--- config.mk ---
export PLATFORM = sky130hd
export DESIGN_NAME = hq_seq
export DESIGN_NICKNAME = d
export VERILOG_FILES = /design/src/hdl/hq_pkg.sv /design/src/hdl/hq_seq.sv
export SDC_FILE = /design/constraint.sdc
export NUM_CORES = 1
export LEC_CHECK = 0
export ABC_AREA = 1
export BUFFER_PORTS_ARGS = -buffer_cell sky130_fd_sc_hd__buf_2
export CAP_MARGIN = 20
export CORE_MARGIN = 4
export CORE_UTILIZATION = 50
export CTS_CLUSTER_DIAMETER = 40
export DETAILED_ROUTE_END_ITERATION = 10
export PLACE_DENSITY = 0.74
export SLEW_MARGIN = 20
export SYNTH_ARGS = -nofsm -noshare
export SYNTH_HDL_FRONTEND = slang
export SYNTH_SLANG_ARGS = --single-unit
--- constraint.sdc ---
create_clock -name clk -period 4.8 [get_ports clk]
set_clock_uncertainty 0.1 [all_clocks]
set_input_delay 0.48 -clock clk [delete_from_list [all_inputs] [get_ports clk]]
set_output_delay 0.48 -clock clk [all_outputs]
set_load 0.02 [all_outputs]
--- src/hdl/hq_pkg.sv ---
// ----------------------------------------------------------------------------
// hq_pkg
// Types and constants for the d-ary max heap queue.
// ----------------------------------------------------------------------------
package hq_pkg;
	localparam int CAPACITY_DEF = 1024;
	localparam int ARITY_DEF    = 4;
	localparam int CNT_W        = 11;

	localparam logic [1:0] OP_INSERT  = 2'd0;
	localparam logic [1:0] OP_EXTRACT = 2'd1;
	localparam logic [1:0] OP_APPEND  = 2'd2;
	localparam logic [1:0] OP_BUILD   = 2'd3;

	localparam logic [1:0] ST_OK    = 2'd0;
	localparam logic [1:0] ST_FULL  = 2'd1;
	localparam logic [1:0] ST_EMPTY = 2'd2;

	typedef struct packed {
		logic [1:0]         operation;
		logic signed [31:0] value;
	} hq_in_t;

	typedef struct packed {
		logic [1:0]         status;
		logic signed [31:0] max_value;
		logic [CNT_W-1:0]   entry_total;
	} hq_out_t;

	// memory request from the sequencer
	typedef struct packed {
		logic        we;
		logic [15:0] addr;
		logic [31:0] wdata;
	} hq_mem_req_t;
endpackage

--- src/hdl/hq_seq.sv ---
// ----------------------------------------------------------------------------
// hq_seq
// Sequencer: walks sift-up, sift-down and build over the heap store.
// ----------------------------------------------------------------------------
module hq_seq import hq_pkg::*; #(
	parameter int CAPACITY = CAPACITY_DEF,
	parameter int ARITY    = ARITY_DEF
) (
	input  logic        clk,
	input  logic        arst_n,
	input  logic        in_valid,
	output logic        in_stall,
	input  hq_in_t      in_data,
	output logic        out_valid,
	input  logic        out_stall,
	output hq_out_t     out_data,
	output hq_mem_req_t req,
	input  logic [31:0] rdata
);
	localparam logic [3:0] S_IDLE   = 4'd0;
	localparam logic [3:0] S_UP_RD  = 4'd1;
	localparam logic [3:0] S_UP_CMP = 4'd2;
	localparam logic [3:0] S_UP_WR  = 4'd3;
	localparam logic [3:0] S_EX_RD0 = 4'd4;
	localparam logic [3:0] S_EX_RDL = 4'd5;
	localparam logic [3:0] S_EX_WR0 = 4'd6;
	localparam logic [3:0] S_DN_RDN = 4'd7;
	localparam logic [3:0] S_DN_RDC = 4'd8;
	localparam logic [3:0] S_DN_CMP = 4'd9;
	localparam logic [3:0] S_DN_WR  = 4'd10;
	localparam logic [3:0] S_BLD    = 4'd11;
	localparam logic [3:0] S_DONE   = 4'd12;
	localparam logic [3:0] S_DN_LST = 4'd13;
	localparam int AB = $clog2(ARITY) + 1;
	// reciprocal for an exact divide by ARITY of any 17-bit value
	localparam int DSH = 17 + $clog2(ARITY);
	localparam logic [39:0] DMUL =
		40'(((64'd1 << DSH) + 64'(ARITY) - 64'd1) / 64'(ARITY));

	logic [3:0]        state_q;
	logic [16:0]       count_q;
	logic [16:0]       node_q, best_q, child_q, bld_q;
	logic              other_q;
	logic [AB-1:0]     cidx_q;
	logic [31:0]       nval_q, bval_q, ext_q;
	logic              build_q, cvalid_q;
	logic [1:0]        status_q;
	hq_mem_req_t       req_d;
	logic              out_full_q;
	hq_out_t           out_q;
	logic [16:0]       parent_w;
	logic [19:0]       first_w;

	function automatic logic [16:0] div_arity(input logic [16:0] x);
		logic [39:0] prod;
		prod = 40'(x) * DMUL;
		return prod[DSH +: 17];
	endfunction

	// (node-1)/ARITY by reciprocal multiply
	assign parent_w = div_arity(node_q - 17'd1);
	assign first_w  = 20'(node_q) * 20'(ARITY) + 20'd1;

	assign in_stall  = (state_q != S_IDLE) || out_full_q;
	assign out_valid = out_full_q;
	assign out_data  = out_q;
	assign req       = req_d;

	always_comb begin
		req_d = '0;
		case (state_q)
			S_UP_RD:  req_d.addr = 16'(parent_w);
			// parent moves down into the hole while the key climbs
			S_UP_CMP: begin
				if ($signed(nval_q) > $signed(rdata)) begin
					req_d.we = 1'b1; req_d.addr = 16'(node_q); req_d.wdata = rdata;
				end
			end
			S_UP_WR:  begin
				req_d.we = 1'b1; req_d.addr = 16'(node_q); req_d.wdata = bval_q;
			end
			S_EX_RD0: req_d.addr = 16'd0;
			S_EX_RDL: req_d.addr = 16'(count_q - 17'd1);
			S_EX_WR0: begin
				req_d.we = 1'b1; req_d.addr = 16'd0; req_d.wdata = rdata;
			end
			S_DN_RDN: req_d.addr = 16'(node_q);
			S_DN_RDC: req_d.addr = 16'(child_q);
			S_DN_WR:  begin
				req_d.we = 1'b1; req_d.addr = 16'(node_q); req_d.wdata = bval_q;
			end
			S_DN_LST: begin
				req_d.we = 1'b1; req_d.addr = 16'(best_q); req_d.wdata = nval_q;
			end
			default:  req_d = '0;
		endcase
	end

	always_ff @(posedge clk or negedge arst_n) begin
		if (!arst_n) begin
			state_q    <= S_IDLE;
			count_q    <= '0;
			out_full_q <= 1'b0;
		end else begin
			if (out_full_q && !out_stall) out_full_q <= 1'b0;
			case (state_q)
				S_IDLE: begin
					if (in_valid && !in_stall) begin
						ext_q <= '0;
						case (in_data.operation)
							OP_INSERT, OP_APPEND: begin
								if (count_q >= 17'(CAPACITY)) begin
									status_q <= ST_FULL;
									state_q  <= S_DONE;
								end else begin
									status_q <= ST_OK;
									node_q   <= count_q;
									nval_q   <= in_data.value;
									bval_q   <= in_data.value;
									count_q  <= count_q + 17'd1;
									// append: plain write via S_UP_WR with no climb
									other_q  <= (in_data.operation == OP_INSERT);
									state_q  <= S_UP_WR;
								end
							end
							OP_EXTRACT: begin
								build_q <= 1'b0;
								if (count_q == '0) begin
									status_q <= ST_EMPTY;
									state_q  <= S_DONE;
								end else begin
									status_q <= ST_OK;
									state_q  <= S_EX_RD0;
								end
							end
							default: begin
								status_q <= ST_OK;
								if (count_q > 17'd1) begin
									build_q <= 1'b1;
									bld_q   <= div_arity(count_q - 17'd2) + 17'd1;
									state_q <= S_BLD;
								end else begin
									state_q <= S_DONE;
								end
							end
						endcase
					end
				end
				// write key at node; if climbing continue upward
				S_UP_WR: begin
					if (other_q && node_q != '0) state_q <= S_UP_RD;
					else state_q <= S_DONE;
				end
				S_UP_RD: state_q <= S_UP_CMP;
				S_UP_CMP: begin
					if ($signed(nval_q) > $signed(rdata)) begin
						node_q  <= parent_w;
						state_q <= S_UP_WR;
					end else begin
						state_q <= S_DONE;
					end
				end
				S_EX_RD0: state_q <= S_EX_RDL;
				S_EX_RDL: begin
					ext_q   <= rdata;
					state_q <= S_EX_WR0;
				end
				S_EX_WR0: begin
					count_q <= count_q - 17'd1;
					node_q  <= '0;
					state_q <= S_DN_RDN;
				end
				S_BLD: begin
					if (bld_q == '0) begin
						state_q <= S_DONE;
					end else begin
						node_q  <= bld_q - 17'd1;
						bld_q   <= bld_q - 17'd1;
						state_q <= S_DN_RDN;
					end
				end
				S_DN_RDN: begin
					if (first_w >= 20'(count_q)) begin
						state_q <= build_q ? S_BLD : S_DONE;
					end else begin
						child_q  <= 17'(first_w);
						cidx_q   <= '0;
						cvalid_q <= 1'b0;
						state_q  <= S_DN_RDC;
					end
				end
				S_DN_RDC: begin
					if (!cvalid_q) begin
						nval_q   <= rdata;
						cvalid_q <= 1'b1;
					end else if (cidx_q == AB'(1) || $signed(rdata) > $signed(bval_q)) begin
						bval_q <= rdata;
						best_q <= child_q - 17'd1;
					end
					if (cvalid_q) cidx_q <= cidx_q + AB'(1);
					if (cvalid_q && (cidx_q == AB'(ARITY) || child_q >= count_q)) begin
						state_q <= S_DN_CMP;
					end else if (cvalid_q) begin
						child_q <= child_q + 17'd1;
					end
					if (!cvalid_q) begin
						cidx_q <= AB'(1);
						child_q <= child_q + 17'd1;
					end
				end
				S_DN_CMP: begin
					if ($signed(nval_q) >= $signed(bval_q)) state_q <= build_q ? S_BLD : S_DONE;
					else state_q <= S_DN_WR;
				end
				S_DN_WR:  state_q <= S_DN_LST;
				S_DN_LST: begin
					node_q  <= best_q;
					state_q <= S_DN_RDN;
				end
				S_DONE: begin
					out_q.status      <= status_q;
					out_q.max_value   <= ext_q;
					out_q.entry_total <= CNT_W'(count_q);
					out_full_q        <= 1'b1;
					state_q           <= S_IDLE;
				end
				default: state_q <= S_IDLE;
			endcase
		end
	end
endmodule

==> results by group <==
Synth
  – Part of the Yosys area used for sequential elements: 45.13%
  – Register bit total from synthesis: 239
  – Post-synth ARST share: 9.205%
  – YS warnings: 0
  – Number of synthesized flops with an enable pin: 217
  – Yosys cell types: 54
  – Syn nets: 2,038
  – Syn Inst Count: 1,826
  – Area of the mapped netlist: 15,660 µm²
  – Syn Area/Cell: 8.576 µm²
  – Top FF cell, synth: edfxtp_1

Routing
  – Iter 0 DRT Violations: 1,586
  – Antenna Violating Nets Remaining: 0
  – Drt first pass iters: 6
  – DR DRC count: 0
  – Final WL: 47,550 µm
  – Via count: 13,800
  – Vias/cell: 5.673
  – DR WL/cell: 19.54 µm

STA
  – RSZ-0062 raised after global routing: false
  – Fin crit share: 91.80%
  – Fin. Hold Viols: 0
  – Post-layout min period: 4.406 ns
  – Max Slew Vio Count: 0
  – Worst slew pin tran: 0.9943 ns
  – F_max: 0.2269 GHz
  – Setup total negative slack: 0 ns
  – Setup violators final: 0
  – Relative slew slack: 33.64%

Clock network
  – Clock sink count: 239
  – Post-CTS setup buffers: 0
  – CTS tree: done
  – H-tree Lvls: 2
  – PostCTS Resize Cnt: 0
  – Clock-pin slew on the worst setup and hold paths: 0.06 ns
  – Clock tree buffer depth: 3
  – Root Buffer: clkbuf_16
  – Latest clock arrival within the worst-skew pair: 0.53 ns
  – TritonCTS Buffers: 40

Final layout
  – Layout cells sized above 1: 15.41%
  – Layout fillers: 2,765
  – Register area: 7067 µm²
  – # diodes: 0
  – Final cell count without fillers: 2,433
  – Area Growth Syn to Fin: 16.95%
  – Multi-input logic area: 7521 µm²
  – Fin nets: 2,217

Worst setup path
  – Setup CP Type: reg -> out
  – Buf+Inv Stages, Crit Path: 2
  – Crit end category: output port
  – R2R depth: 15
  – Crit-path slowest cell: inv_1
  – Worst stage delay on the critical path: 0.73 ns
  – Critical R2R Launch: bval_q[31]$_DFFE_PP_
  – WP data arrival: 3.83 ns
  – CP Launch Point: nval_q[31]$_DFFE_PP_
  – Setup crit end: req[0]
  – R2r setup slk: 1.33 ns
  – CP startpoint kind: flop
  – Levels on crit path: 11
  – Critical path fanouts, max: 32
  – RR Endpoint: bval_q[23]$_DFFE_PP_
  – Worst Path Required: 4.22 ns
  – Family with the most delay on the worst path: buffers and inverters
  – CP Cell Sequence: ha_1 > a21oi_1 > o21a_1 > nand2_1 > a21oi_1 > nand3_1 > nand4_2 > nand2_1 > inv_1 > o21ai_0 > buf_2

Floorplanning
  – Die outline area: 34,220 µm²
  – Starting density of the core: 50.93%
  – Core area: 30,750 µm²
  – # rows: 64
  – Die H: 185.0 µm
  – Die Wd: 185.0 µm
  – IO Pins: 166

Global route
  – GRT Util Overall: 27.50%
  – First-pass GRT wire length: 73,440 µm
  – Initial antenna violation count: 0
  – Number of global-route vias before repair: 13,340
  – GRT Residual Overflow: 0
  – Largest net degree at the start of global routing: 52

Worst hold path
  – Worst min path class: in -> reg

Placed design
  – Placed insts: 2,357
  – Routability congestion estimate: 0.9693
  – Port Buffers: 165
  – Detailed Place HPWL: 36,620 µm

Power
  – Pwr Density: 587.4 nW/µm²
  – Max IR drop VDD: 382.8 µV
  – Leak: 8.271 nW

Flow run
  – Max-Cap Viols: 0

Status
  – Outcome: complete, no violations
[worst reg2reg max path: stages (launching register included)]
cell      delay [ns]
edfxtp_1        0.34
inv_1           0.07
ha_1            0.35
nand2_1         0.12
nor2_1          0.18
nand4_1         0.17
nor4_1          0.65
nand2_1         0.16
nand2_1         0.09
nand2_1         0.05
nand2_1         0.05
nand2_1         0.08
nand3_1         0.07
nand2_1         0.08
nor2_4          0.34
buf_12          0.25
[state kept, by name, indices dropped and copies added (netlist names), 4 cells and up]
name,flops
nval_q,32
count_q,17
node_q,17
ext_q,32
best_q,17
out_data,45
bld_q,17
child_q,17
state_q,4
bval_q,32
[metrics by stage]
step	area, µm²	util, %	setup WS (ns)	power (mW)	hold WS [ns]
3_5_place_dp	16950	55.14	0.6701	7.872	0.3054
5_1_grt	18320	59.56	0.1188	11.44	0.1397
3_3_place_gp	16950	55.14	0.7298	7.772	0.3017
6_report	18320	59.56	0.3936	10.76	0.1418
2_1_floorplan	15660	-	1.190	6.371	0.08441
4_1_cts	18300	59.50	0.3936	10.71	0.1187
[synth_stat cells (4+ instances only)]
cell,number,area share [%]
a21oi_1,88,2.8
o21ai_0,142,4.5
nor3_1,6,0.19
nand2_2,5,0.20
ha_1,142,11
clkinv_1,4,0.096
a22oi_1,32,1.5
o21ai_1,19,0.61
or2_2,5,0.20
nor2_1,206,4.9
nand3_1,63,2.0
o211ai_1,12,0.58
o21a_1,9,0.43
dfrtp_1,22,3.5
buf_2,9,0.29
o22ai_1,5,0.20
inv_2,9,0.22
edfxtp_1,217,42
inv_1,228,5.5
clkbuf_1,32,0.77
nor2_4,7,0.50
nand2_1,402,9.6
nor4_1,5,0.20
nor2_2,10,0.40
xor2_1,44,2.5
nand4_1,31,1.2
a21o_1,4,0.19
buf_1,4,0.096
a211oi_1,7,0.34
a221oi_1,8,0.45
a31oi_1,4,0.16
o31ai_1,4,0.19
o2111ai_1,8,0.45
[what timing repair did]
action,CTS,global route
endpoints found under the hold margin,22,0
setup endpoints to repair,0,0
hold buffers,1,0
[how the worst min path moves through the flow]
stage | slack [ns] | from | depth (start not counted) | to
2_1_floorplan | 0.08 | arst_n | 0 | count_q[0]$_DFFE_PN0P_
3_3_place_gp | 0.30 | ext_q[27]$_SDFFCE_PN0P_ | 0 | out_data[38]$_DFFE_PP_
3_5_place_dp | 0.31 | ext_q[13]$_SDFFCE_PN0P_ | 0 | out_data[24]$_DFFE_PP_
4_1_cts | 0.12 | out_stall | 3 | out_valid$_DFFE_PN0P_
5_1_grt | 0.14 | out_stall | 3 | out_valid$_DFFE_PN0P_
6_report | 0.14 | out_stall | 3 | out_valid$_DFFE_PN0P_
[report_power, final]
part	switching, mW	internal [mW]	total, mW
Sequential	0.433	2.98	3.42
Combinational	3.12	1.40	4.52
Clock	1.13	1.69	2.82
[per-layer routing]
layer | GRT usage, % | vias to the layer above | part of all wire (%)
li1 | - | 6578 | -
met1 | 39.95 | 6479 | 44
met2 | 42.63 | 660 | 44
met3 | 5.302 | 85 | 9.5
met4 | 7.164 | 0 | 2.5
met5 | 0 | - | 0
[final cells by class]
class	instances	area share [%]
inverter	242	4.967
clock buffer	43	5.697
tap	396	2.705
clock inverter	31	1.571
timing repair buffer	185	5.411
multi-input combinational	1297	41.06
sequential	239	38.58
[layout by cell type (no fill, tap or decap), types with 6 or more instances in the layout]
cell / instances
nand2_1: 402
inv_1: 227
edfxtp_1: 217
nor2_1: 201
buf_2: 165
o21ai_0: 142
ha_1: 142
a21oi_1: 88
nand3_1: 63
xor2_1: 44
clkbuf_16: 41
a22oi_1: 32
nand4_1: 31
dfrtp_1: 22
o21ai_1: 19
buf_4: 18
o211ai_1: 12
nor2_4: 11
nor2_2: 11
inv_2: 10
o21a_1: 8
o2111ai_1: 8
a221oi_1: 8
inv_6: 8
clkinv_2: 7
inv_8: 7
a211oi_1: 6
clkinvlp_4: 6
[kinds of logic (layout without fill, tap and decap cells)]
kind of cell / count (synthesis) / in the layout / share of synthesized area (%)
adders and majority gates: 142 / 142 / 11.35
and+or+nand+nor: 754 / 754 / 20.31
xor gates and xnor gates: 51 / 51 / 3.188
AOI/OAI and AO/OA: 350 / 350 / 12.90
buffers and inverters: 290 / 501 / 7.127
DFF: 239 / 239 / 45.13
Note: power is estimated with default switching activity, not from simulation.
